$ cat config.mk
export PLATFORM = sky130hd
export DESIGN_NAME = pds_ctrl
export DESIGN_NICKNAME = d
export VERILOG_FILES = /design/src/hw/rtl/pds_pkg.sv /design/src/hw/rtl/pds_ctrl.sv
export VERILOG_INCLUDE_DIRS = /design/src /design/src/hw/rtl
export SDC_FILE = /design/constraint.sdc
export NUM_CORES = 1
export LEC_CHECK = 0
export ABC_CLOCK_PERIOD_IN_PS = 3500
export BUFFER_PORTS_ARGS = -buffer_cell sky130_fd_sc_hd__buf_2
export CORE_UTILIZATION = 31
export DETAILED_ROUTE_END_ITERATION = 6
export GPL_ROUTABILITY_DRIVEN = 1
export GPL_TIMING_DRIVEN = 1
export HOLD_SLACK_MARGIN = 0.12
export PLACE_DENSITY = 0.58
export SYNTH_ARGS = -nofsm -noshare
export SYNTH_HDL_FRONTEND = slang
export SYNTH_SLANG_ARGS = --single-unit
$ cat constraint.sdc
create_clock -name i_clk -period 3.5 [get_ports i_clk]
set_input_delay 0.7 -clock i_clk [delete_from_list [all_inputs] [get_ports i_clk]]
set_output_delay 0.7 -clock i_clk [all_outputs]
set_load 0.005 [all_outputs]
$ cat src/hw/rtl/particle_density_step_macros.svh
// ----------------------------------------------------------------------------
// particle_density_step_macros.svh
// Assertion macros used by the particle density sequencer.
// ----------------------------------------------------------------------------
`ifndef PARTICLE_DENSITY_STEP_MACROS_SVH
`define PARTICLE_DENSITY_STEP_MACROS_SVH

// Condition c must hold in the same cycle as a.
`define PDS_ASSERT_SAME(lbl, a, c, msg) \
    lbl: assert property (@(posedge i_clk) disable iff (!i_rst_n) (a) |-> (c)) \
        else $error(msg);

// Condition c must hold in the cycle after a.
`define PDS_ASSERT_NEXT(lbl, a, c, msg) \
    lbl: assert property (@(posedge i_clk) disable iff (!i_rst_n) (a) |=> (c)) \
        else $error(msg);

`endif

$ cat src/hw/rtl/pds_pkg.sv
// ----------------------------------------------------------------------------
// pds_pkg
// Types, codes and constants shared by the particle density block.
// ----------------------------------------------------------------------------
`default_nettype none

package pds_pkg;

    // Default particle store depth.
    localparam int PARTICLES_DEF = 256;

    // Field widths.
    localparam int Q_W     = 20;   // Q11.8 position / velocity
    localparam int DENS_W  = 24;   // Q16.8 density
    localparam int GRAD_W  = 25;   // Q16.8 gradient
    localparam int D_W     = 22;   // distance component
    localparam int SQ_IN_W = 42;   // squared distance
    localparam int SQ_OUT_W = 21;  // distance

    // Actions.
    localparam logic [2:0] ACT_LOAD  = 3'd0;
    localparam logic [2:0] ACT_ACCEL = 3'd1;
    localparam logic [2:0] ACT_STEP  = 3'd2;
    localparam logic [2:0] ACT_READ  = 3'd3;
    localparam logic [2:0] ACT_QUERY = 3'd4;

    // Configuration register indexes.
    localparam logic [2:0] CFG_AREA_WIDTH  = 3'd0;
    localparam logic [2:0] CFG_AREA_HEIGHT = 3'd1;
    localparam logic [2:0] CFG_PART_RADIUS = 3'd2;
    localparam logic [2:0] CFG_WALL_DAMP   = 3'd3;
    localparam logic [2:0] CFG_PUSH_SCALE  = 3'd4;
    localparam logic [2:0] CFG_KERN_RADIUS = 3'd5;
    localparam logic [2:0] CFG_ACTIVE_CNT  = 3'd6;

    // Density sample points: center, one pixel right, one pixel down.
    localparam logic [1:0] SMP_C = 2'd0;
    localparam logic [1:0] SMP_X = 2'd1;
    localparam logic [1:0] SMP_Y = 2'd2;

    // Datapath operations.
    typedef logic [4:0] t_dp_op;
    localparam t_dp_op DP_NOP     = 5'd0;
    localparam t_dp_op DP_CAPTURE = 5'd1;
    localparam t_dp_op DP_LOAD_WR = 5'd2;
    localparam t_dp_op DP_RD      = 5'd3;
    localparam t_dp_op DP_RD_OUT  = 5'd4;
    localparam t_dp_op DP_ACC_WR  = 5'd5;
    localparam t_dp_op DP_MOVE    = 5'd6;
    localparam t_dp_op DP_MUL_X   = 5'd7;
    localparam t_dp_op DP_MUL_Y   = 5'd8;
    localparam t_dp_op DP_SQ_ADD  = 5'd9;
    localparam t_dp_op DP_TERM    = 5'd10;
    localparam t_dp_op DP_PUSH_X  = 5'd11;
    localparam t_dp_op DP_PUSH_Y  = 5'd12;
    localparam t_dp_op DP_WALL_XR = 5'd13;
    localparam t_dp_op DP_WALL_XL = 5'd14;
    localparam t_dp_op DP_WALL_YR = 5'd15;
    localparam t_dp_op DP_WALL_YL = 5'd16;
    localparam t_dp_op DP_ST_WR   = 5'd17;
    localparam t_dp_op DP_Q_OUT   = 5'd18;

    typedef struct packed {
        t_dp_op     op;
        logic [1:0] smp;
    } t_cmd;

    typedef struct packed {
        logic sq_done;
    } t_sts;

    typedef struct packed {
        logic [10:0] area_width;
        logic [10:0] area_height;
        logic [3:0]  particle_radius;
        logic [7:0]  wall_damping;
        logic [15:0] push_scale;
        logic [7:0]  kern_reach;
        logic [8:0]  active_count;
    } t_cfg;

endpackage

`default_nettype wire

$ cat src/hw/rtl/pds_ctrl.sv
// ----------------------------------------------------------------------------
// pds_ctrl
// Sequencer: walks particle and neighbor loops and issues datapath commands.
// ----------------------------------------------------------------------------
`default_nettype none
`include "particle_density_step_macros.svh"

module pds_ctrl
    import pds_pkg::*;
#(
    parameter int P = PARTICLES_DEF,
    localparam int AW = (P > 1) ? $clog2(P) : 1,
    localparam int CW = $clog2(P + 1)
) (
    input  logic          i_clk,
    input  logic          i_rst_n,
    input  t_cfg          i_cfg,
    input  logic          i_start,
    input  logic [2:0]    i_action,
    input  logic [7:0]    i_index,
    input  logic          i_out_free,
    input  t_sts          i_sts,
    output logic          o_ready,
    output t_cmd          o_cmd,
    output logic [AW-1:0] o_addr,
    output logic          o_done
);

    localparam logic [4:0] S_IDLE    = 5'd0;
    localparam logic [4:0] S_LOAD    = 5'd1;
    localparam logic [4:0] S_RD      = 5'd2;
    localparam logic [4:0] S_RD_OUT  = 5'd3;
    localparam logic [4:0] S_ACC_RD  = 5'd4;
    localparam logic [4:0] S_ACC_WR  = 5'd5;
    localparam logic [4:0] S_ST_RD   = 5'd6;
    localparam logic [4:0] S_ST_MOVE = 5'd7;
    localparam logic [4:0] S_DN_RD   = 5'd8;
    localparam logic [4:0] S_MX      = 5'd9;
    localparam logic [4:0] S_MY      = 5'd10;
    localparam logic [4:0] S_SQ_ADD  = 5'd11;
    localparam logic [4:0] S_SQ      = 5'd12;
    localparam logic [4:0] S_TERM    = 5'd13;
    localparam logic [4:0] S_PUSHX   = 5'd14;
    localparam logic [4:0] S_PUSHY   = 5'd15;
    localparam logic [4:0] S_WXR     = 5'd16;
    localparam logic [4:0] S_WXL     = 5'd17;
    localparam logic [4:0] S_WYR     = 5'd18;
    localparam logic [4:0] S_WYL     = 5'd19;
    localparam logic [4:0] S_ST_WR   = 5'd20;
    localparam logic [4:0] S_Q_OUT   = 5'd21;
    localparam logic [4:0] S_OUT     = 5'd22;

    logic [4:0]    r_state, n_state;
    logic [CW-1:0] r_i, n_i, r_j, n_j;
    logic [1:0]    r_k, n_k;
    logic [2:0]    r_act, n_act;
    logic [AW-1:0] r_idx, n_idx;

    logic [CW-1:0] cnt_n;
    logic          n_zero, idx_ok, i_last, j_last;

    // Number of particles that take part, limited to the store depth.
    always_comb begin
        if (13'(i_cfg.active_count) > 13'(P)) begin
            cnt_n = CW'(P);
        end else begin
            cnt_n = CW'(i_cfg.active_count);
        end
        n_zero = (cnt_n == '0);
        idx_ok = (13'(i_index) < 13'(P));
        i_last = ((r_i + 1'b1) == cnt_n);
        j_last = ((r_j + 1'b1) == cnt_n);
    end

    // Next state and commands.
    always_comb begin
        n_state   = r_state;
        n_i       = r_i;
        n_j       = r_j;
        n_k       = r_k;
        n_act     = r_act;
        n_idx     = r_idx;
        o_cmd.op  = DP_NOP;
        o_cmd.smp = r_k;
        o_addr    = r_i[AW-1:0];
        o_done    = 1'b0;
        case (r_state)
            S_IDLE: begin
                if (i_start) begin
                    o_cmd.op = DP_CAPTURE;
                    n_act    = i_action;
                    n_idx    = AW'(i_index);
                    n_i      = '0;
                    n_j      = '0;
                    n_k      = SMP_C;
                    case (i_action)
                        ACT_LOAD:  n_state = idx_ok ? S_LOAD : S_OUT;
                        ACT_ACCEL: n_state = n_zero ? S_OUT : S_ACC_RD;
                        ACT_STEP:  n_state = n_zero ? S_OUT : S_ST_RD;
                        ACT_READ:  n_state = idx_ok ? S_RD : S_OUT;
                        ACT_QUERY: n_state = n_zero ? S_Q_OUT : S_DN_RD;
                        default:   n_state = S_OUT;
                    endcase
                end
            end
            S_LOAD: begin
                o_cmd.op = DP_LOAD_WR;
                o_addr   = r_idx;
                n_state  = S_OUT;
            end
            S_RD: begin
                o_cmd.op = DP_RD;
                o_addr   = r_idx;
                n_state  = S_RD_OUT;
            end
            S_RD_OUT: begin
                o_cmd.op = DP_RD_OUT;
                n_state  = S_OUT;
            end
            S_ACC_RD: begin
                o_cmd.op = DP_RD;
                n_state  = S_ACC_WR;
            end
            S_ACC_WR: begin
                o_cmd.op = DP_ACC_WR;
                n_i      = r_i + 1'b1;
                n_state  = i_last ? S_OUT : S_ACC_RD;
            end
            S_ST_RD: begin
                o_cmd.op = DP_RD;
                n_state  = S_ST_MOVE;
            end
            S_ST_MOVE: begin
                o_cmd.op = DP_MOVE;
                n_j      = '0;
                n_state  = S_DN_RD;
            end
            S_DN_RD: begin
                o_cmd.op = DP_RD;
                o_addr   = r_j[AW-1:0];
                n_k      = SMP_C;
                n_state  = S_MX;
            end
            S_MX: begin
                o_cmd.op = DP_MUL_X;
                n_state  = S_MY;
            end
            S_MY: begin
                o_cmd.op = DP_MUL_Y;
                n_state  = S_SQ_ADD;
            end
            S_SQ_ADD: begin
                o_cmd.op = DP_SQ_ADD;
                n_state  = S_SQ;
            end
            S_SQ: begin
                if (i_sts.sq_done) begin
                    n_state = S_TERM;
                end
            end
            S_TERM: begin
                o_cmd.op = DP_TERM;
                if (r_k == SMP_Y) begin
                    if (j_last) begin
                        n_state = (r_act == ACT_STEP) ? S_PUSHX : S_Q_OUT;
                    end else begin
                        n_j     = r_j + 1'b1;
                        n_state = S_DN_RD;
                    end
                end else begin
                    n_k     = r_k + 1'b1;
                    n_state = S_MX;
                end
            end
            S_PUSHX: begin
                o_cmd.op = DP_PUSH_X;
                n_state  = S_PUSHY;
            end
            S_PUSHY: begin
                o_cmd.op = DP_PUSH_Y;
                n_state  = S_WXR;
            end
            S_WXR: begin
                o_cmd.op = DP_WALL_XR;
                n_state  = S_WXL;
            end
            S_WXL: begin
                o_cmd.op = DP_WALL_XL;
                n_state  = S_WYR;
            end
            S_WYR: begin
                o_cmd.op = DP_WALL_YR;
                n_state  = S_WYL;
            end
            S_WYL: begin
                o_cmd.op = DP_WALL_YL;
                n_state  = S_ST_WR;
            end
            S_ST_WR: begin
                o_cmd.op = DP_ST_WR;
                n_i      = r_i + 1'b1;
                n_state  = i_last ? S_OUT : S_ST_RD;
            end
            S_Q_OUT: begin
                o_cmd.op = DP_Q_OUT;
                n_state  = S_OUT;
            end
            S_OUT: begin
                if (i_out_free) begin
                    o_done  = 1'b1;
                    n_state = S_IDLE;
                end
            end
            default: begin
                n_state = S_IDLE;
            end
        endcase
    end

    always_ff @(posedge i_clk) begin
        if (!i_rst_n) begin
            r_state <= S_IDLE;
            r_i     <= '0;
            r_j     <= '0;
            r_k     <= SMP_C;
            r_act   <= ACT_LOAD;
            r_idx   <= '0;
        end else begin
            r_state <= n_state;
            r_i     <= n_i;
            r_j     <= n_j;
            r_k     <= n_k;
            r_act   <= n_act;
            r_idx   <= n_idx;
        end
    end

    assign o_ready = (r_state == S_IDLE);

    // An accepted item always starts work.
    `PDS_ASSERT_NEXT(a_start_leaves_idle, i_start, r_state != S_IDLE, "start did not leave idle")
    // Handing over a result returns to idle.
    `PDS_ASSERT_NEXT(a_done_to_idle, o_done, r_state == S_IDLE, "done did not return to idle")
    // The root unit is busy right after a start.
    `PDS_ASSERT_NEXT(a_sqrt_started, o_cmd.op == DP_SQ_ADD, !i_sts.sq_done, "root unit not started")
    // A kernel term is only summed from a finished root.
    `PDS_ASSERT_SAME(a_term_root_ready, r_state == S_TERM, i_sts.sq_done, "root not ready at sum")

endmodule

`default_nettype wire

==> reports/summary.txt, run 1 <==
Post-CTS clock slew at the launch and capture registers of the worst setup and hold paths = 80 ps
Post-synthesis cell area = 0.00304 mm^2
Worst setup EP type = primary output
Weighted congestion reported at the end of routability-driven placement = 0.908
Clock Skews = 7.94 ps
Setup repair after global routing missed its margin = no
Worst Max-Slew Pin Slew = 786 ps
Status = finished clean
Power dissipated by switching net loads = 835 uW
First-pass GRT wire length = 14200 um
Non-Filler Instances = 590
Proportion of synthesized area in mux cells = 1.69%
Final hold slack = 470 ps
Switching fraction of total power = 44.6%
Share of power burned in combinational logic = 52.0%
Clock sinks = 36
Largest family of logic cells by synthesized area = simple AND/OR/NAND/NOR gates
Worst VDD drop = 0.235 mV
Startpoint kind of the worst setup timing path = register
Share of power burned in the clock network = 20.1%
LEAKAGE = 0.00137 uW
Final Routed Wirelength = 8870 um
# H-tree levels = 2
Total design power = 1870 uW
Compound-Gate Fraction of Synth Area = 29.8%
Initial antenna violation count = 0
DRC violations left = 0
Ratio of cells with drive above 1 in the final layout = 15.0%
Top flip-flop cell by instance count after synthesis = sky130_fd_sc_hd__dfxtp_1
Width of the die = 101 um
I/O pin count = 100
Number of buffers on the longest clock path = 2
Cts-stage hold buffer count = 0
Final design utilization = 36.8%
Register bit total from synthesis = 36
First-pass DRT Iterations = 5
Fraction of the mapped netlist area in adder cells = 1.57%
Maximum clock frequency = 324 MHz
Total number of vias = 3284
Register area share after synthesis = 23.7%
Vias in the first global route = 2903
Max Cap Viol = 0
Fraction of synthesis flops using an asynchronous set or reset pin = 0%
Synthesized area divided by synthesized cell count = 6.94 um^2
Die area = 0.0102 mm^2
Pwr/cell area = 543 mW/mm^2
Worst slew margin relative to its limit = 47.6%
Die outline height = 101 um
Root cell of the clock tree = sky130_fd_sc_hd__clkbuf_8
Yosys warning total = 0
Proportion of power drawn by flip-flops and latches = 28.0%
Floorplan core area = 0.00937 mm^2
Largest driver fanout on the critical path = 17
P_int = 1040 uW
Library cells used by synthesis = 70
Overall global routing resource usage = 17.5%
Period utilization = 88.3%
Final max-slew violation count = 0
Post-layout net count = 546
Data arrival time of the critical path = 2390 ps
Clk_lat worst skew = 300 ps
TritonCTS clock tree = built
Port Buffers = 41
Post-synthesis net count = 524
Number of placement rows = 35
R2R cell count = 8
Final ANT Viol Nets = 0
Setup_tns = 0 ps
Post-DP HPWL = 6790 um
Starting Density = 32.4%
Post-synthesis xor/xnor area fraction = 6.10%
Simple-Gate Fraction of Synth Area = 32.0%
Number of buffers added by the clock tree synthesis step = 5
Cells after Synth = 438
Relative area change from synthesis to final layout = 13.6%
Initial DRC count = 201
Number of cells after detailed placement = 582
Vias per std cell = 5.57
Grt ovf = 0
Type of the tightest min-delay check = reg2reg
Largest net degree at the start of global routing = 26
Post-CTS setup buffer count = 0
Fin. Hold Viols = 0
Number of enable-type register cells in the synthesized netlist = 0
Required time worst endpoint = 2800 ps
Cell count of the worst hold path = 2
Routed wire length per instance = 15.0 um
Crit path time final = 3090 ps
Number of antenna repair diodes = 0
Critical path type = reg2out
Final setup violation count = 0
## critical path, stage by stage (launching register included)
cell and delay, ps:
sky130_fd_sc_hd__dfxtp_1 660, sky130_fd_sc_hd__clkinv_1 420, sky130_fd_sc_hd__nor3_1 300, sky130_fd_sc_hd__buf_4 200
sky130_fd_sc_hd__nor2_1 130, sky130_fd_sc_hd__nand2_1 140, sky130_fd_sc_hd__nand2_1 90, sky130_fd_sc_hd__buf_2 140
## flip-flops by register name (all words and copies together), names as in the netlist
name	flops
r_j	9
r_state	5
r_i	9
r_idx	8
r_k	2
r_act	3
## layer usage
| layer | vias to the layer above | global-route usage, % | wire, um |
|---|---|---|---|
| li1 | 1654 | - | - |
| met1 | 1538 | 22.6 | 4100 |
| met4 | 0 | 5.13 | 182 |
| met3 | 14 | 3.54 | 424 |
| met2 | 78 | 29.4 | 4160 |
| met5 | - | 0 | 0 |
## final timing paths
path / end / slack (ps) / start
hold reg to reg: r_act[0] / 470 / r_act[0]
hold / removal: r_act[0] / 470 / r_act[0]
setup reg to reg: r_j[0] / 580 / r_j[0]
setup / recovery: o_addr[3] / 410 / r_state[3]
## cell families after synthesis
group,after synthesis
xor gates and xnor gates,18
muxes,5
AOI/OAI and AO/OA,138
DFF,36
adders and majority gates,4
and+or+nand+nor,196
buffers and inverters,41
## placed cells by master, fill, tap and decap left out, types with 6 or more instances in the layout
cell / synthesis / final
sky130_fd_sc_hd__a22oi_1: 9 / 9
sky130_fd_sc_hd__xnor2_1: 9 / 9
sky130_fd_sc_hd__xor2_1: 7 / 7
sky130_fd_sc_hd__a31oi_1: 6 / 6
sky130_fd_sc_hd__inv_1: 6 / 6
sky130_fd_sc_hd__a21oi_1: 43 / 43
sky130_fd_sc_hd__o21ai_0: 21 / 21
sky130_fd_sc_hd__a21o_1: 6 / 6
sky130_fd_sc_hd__or3_1: 6 / 6
sky130_fd_sc_hd__nor3_1: 16 / 15
sky130_fd_sc_hd__dfxtp_1: 36 / 36
sky130_fd_sc_hd__nand2_1: 68 / 68
sky130_fd_sc_hd__buf_4: 0 / 8
sky130_fd_sc_hd__nor2_1: 37 / 37
sky130_fd_sc_hd__nand3_1: 17 / 17
sky130_fd_sc_hd__o22ai_1: 8 / 8
sky130_fd_sc_hd__buf_2: 2 / 41
sky130_fd_sc_hd__and3_1: 7 / 7
sky130_fd_sc_hd__nand2b_1: 8 / 8
## area by class of cell
type	instances	area, um^2
fillers	1069	5920
repair buffers	49	265
well taps	129	161
clock inverters	3	42.5
inverters	7	26.3
clock buffers	5	68.8
flip-flops and latches	36	721
multi-input cells	361	2170
## synth_stat cells, drive strengths merged (3+ instances only)
library cell	number	area share (%)
nand3	17	2.8
o32ai	3	0.87
or4	4	1.1
o21ai	22	3.6
clkbuf	27	3.3
nand2	68	8.4
nor4	3	0.62
a22o	3	0.87
ha	3	1.2
and3	7	1.4
dfxtp	36	24
mux2i	4	1.3
a31oi	6	1.2
o21a	5	1.2
nand4	5	1.0
a211oi	5	1.2
inv	6	0.74
a21o	6	1.5
nor2	37	4.6
nor3b	3	0.74
a21oi	44	7.6
or3	6	1.2
nor2b	4	0.82
or2	3	0.62
xnor2	9	2.6
buf	7	0.95
and2	4	0.82
a22oi	9	2.2
nor3	17	3.0
xor2	7	2.0
o22ai	8	1.6
nand2b	8	1.6
## power by group through the flow
stage	Combinational, uW	Clock [uW]	Sequential, uW
after CTS	966	385	521
after floorplan	735	0	493
after global routing	1090	403	532
final	973	376	524
after global placement	948	0	529
after detailed placement	963	0	531
## per-stage QoR
stage	setup slack, ps	cell area [um^2]
2_1_floorplan	688	3040
3_3_place_gp	328	3330
3_5_place_dp	295	3330
4_1_cts	164	3450
5_1_grt	269	3450
6_report	409	3450
## what timing repair did
| item | CTS | global route |
|---|---|---|
| hold endpoints to repair | 0 | 0 |
| resized for setup | 0 | 1 |
| setup endpoints to repair | 0 | 8 |
Note: power is estimated with default switching activity, not from simulation.
==> run 2, diff against run 1 <==
- ABC_CLOCK_PERIOD_IN_PS: 3500 -> 3100
- clock period: 3.5 -> 3.1 ns (I/O delays scaled with it)
==> reports/summary.txt, run 2 (same netlist as run 1, synthesis figures left out) <==
Capturing element of the worst setup path = r_j[0]
Worst path bufs/invs = 0
Register-to-Register Setup Slack = 220 ps
Final ANT Viol Nets = 0
Initial antenna violation count = 0
Register area = 721 um^2
Cts-stage hold buffer count = 0
Worst setup path start = r_j[0]
LEAKAGE = 0.00143 uW
Ratio of cells with drive above 1 in the final layout = 17.4%
Clock Skews = 11.3 ps
Cell at the slowest stage of the critical path = sky130_fd_sc_hd__or4_4
Cell chain of the critical path = ha_1 -> nand3_1 -> o21ai_0 -> o2111a_1 -> nor3_2 -> or4_4 -> a21oi_4 -> mux2_2
Required time worst endpoint = 3350 ps
# H-tree levels = 2
I/O pin count = 100
R2R cell count = 8
Data arrival time of the critical path = 3120 ps
Initial DRC count = 225
Power dissipated by switching net loads = 936 uW
Type of the tightest min-delay check = reg2reg
Largest net degree at the start of global routing = 27
Final setup violation count = 0
Period utilization = 92.8%
Met1 GRT Util = 25.0%
PostCTS Resize Cnt = 0
Die outline height = 101 um
Post-CTS setup buffer count = 0
Layout filler cell count = 1036
Clk_lat worst skew = 300 ps
Most Used Layer, Global Route = met2
Share of power burned in combinational logic = 53.9%
Stage delay of the slowest cell on the critical path = 560 ps
M3 GR Usage = 2.22%
Root cell of the clock tree = sky130_fd_sc_hd__clkbuf_8
Crit path time final = 2880 ps
Final max-slew violation count = 0
Proportion of power drawn by flip-flops and latches = 28.4%
Pwr/cell area = 584 mW/mm^2
Total number of vias = 3343
Share of power burned in the clock network = 17.7%
Max Cap Viol = 0
DRC violations left = 0
P_int = 1130 uW
Starting Density = 32.4%
Floorplan core area = 0.00937 mm^2
Post-CTS clock slew at the launch and capture registers of the worst setup and hold paths = 80 ps
Global routing met2 resource utilization = 29.4%
Grt ovf = 0
Kind of cell adding the most delay to the critical path = simple AND/OR/NAND/NOR gates
Critical path type = reg2reg
Worst setup EP type = register
Number of antenna repair diodes = 0
Commonest cells after routing, fill and taps aside = sky130_fd_sc_hd__nand2_1, sky130_fd_sc_hd__a21oi_1, sky130_fd_sc_hd__buf_2
TritonCTS clock tree = built
Levels on crit path = 8
Post-DP HPWL = 6930 um
Commonest non-fill, non-tap cell in the layout = sky130_fd_sc_hd__nand2_1
Final design utilization = 37.8%
Width of the die = 101 um
Clock sinks = 36
Total design power = 2070 uW
Maximum clock frequency = 348 MHz
Switching fraction of total power = 45.2%
Largest driver fanout on the critical path = 8
Routed wire length per instance = 15.0 um
Overall global routing resource usage = 17.9%
Status = finished clean
Number of buffers added by the clock tree synthesis step = 5
Post-layout net count = 561
Vias per std cell = 5.53
Worst slew margin relative to its limit = 57.2%
Cell count of the worst hold path = 2
Startpoint kind of the worst setup timing path = register
Largest registers = r_i (9), r_j (9), r_idx (8)
Final Routed Wirelength = 9090 um
Port Buffers = 41
Die area = 0.0102 mm^2
First-pass GRT wire length = 14600 um
Fin. Hold Viols = 0
Worst VDD drop = 0.186 mV
Number of placement rows = 35
Relative area change from synthesis to final layout = 16.7%
First-pass DRT Iterations = 5
Combined area of the multi-input logic cells = 0.00217 mm^2
Number of buffers on the longest clock path = 2
Worst Max-Slew Pin Slew = 631 ps
Worst R2R End = r_j[0]
Weighted congestion reported at the end of routability-driven placement = 0.855
Reg2Reg Launch Point = r_j[0]
Vias in the first global route = 2973
-- run 2: cell types whose count changed in the layout (fill, tap and decap cells not counted) --
cell / change
sky130_fd_sc_hd__buf_4: +15
sky130_fd_sc_hd__bufinv_16: -1
sky130_fd_sc_hd__clkbuf_8: +1
sky130_fd_sc_hd__clkinv_2: -1
sky130_fd_sc_hd__clkbuf_1: +1
-- run 2: metrics by stage --
step	hold WS, ps	cells	setup WS, ps	TNS (ps)	area [um^2]
floorplan	437	438	368	0	3040
global placement	455	597	82.7	0	3450
global route	497	605	-1.44	-1.44	3550
finish	477	605	223	0	3550
detailed placement	471	597	79.4	0	3450
CTS	481	605	145	0	3540
-- run 2: power groups by stage --
stage	Sequential [uW]	Clock, uW	Combinational [uW]
final	588	365	1120
after CTS	586	371	1110
after detailed placement	597	0	1110
after global placement	593	0	1090
after floorplan	557	0	830
after global routing	595	393	1240
-- run 2: worst register-to-register path, stage by stage (launching register included) --
cell,delay [ps]
sky130_fd_sc_hd__dfxtp_1,510
sky130_fd_sc_hd__ha_1,310
sky130_fd_sc_hd__nand3_1,300
sky130_fd_sc_hd__o21ai_0,370
sky130_fd_sc_hd__o2111a_1,280
sky130_fd_sc_hd__nor3_2,80
sky130_fd_sc_hd__or4_4,560
sky130_fd_sc_hd__a21oi_4,230
sky130_fd_sc_hd__mux2_2,190
-- run 2: final cells by class --
| cell class | instances | area share [%] |
|---|---|---|
| Clock buffer | 7 | 2.43 |
| Clock inverter | 1 | 0.212 |
| Inverter | 7 | 0.741 |
| Multi-Input combinational cell | 361 | 61.1 |
| Sequential cell | 36 | 20.3 |
| Tap cell | 129 | 4.55 |
| Timing Repair Buffer | 64 | 10.7 |
-- run 2: worst min path at each step --
stage,from,end
finish,r_act[1],r_act[1]
global route,r_act[0],r_act[0]
CTS,r_act[0],r_act[0]
detailed placement,r_act[0],r_act[0]
global placement,r_act[2],r_act[2]
floorplan,r_idx[0],r_idx[0]
-- run 2: routing by layer --
metal,routed length [um],share of wire (%)
met5,0,0
met4,90,0.99
met3,333,3.7
met2,4320,47
met1,4350,48
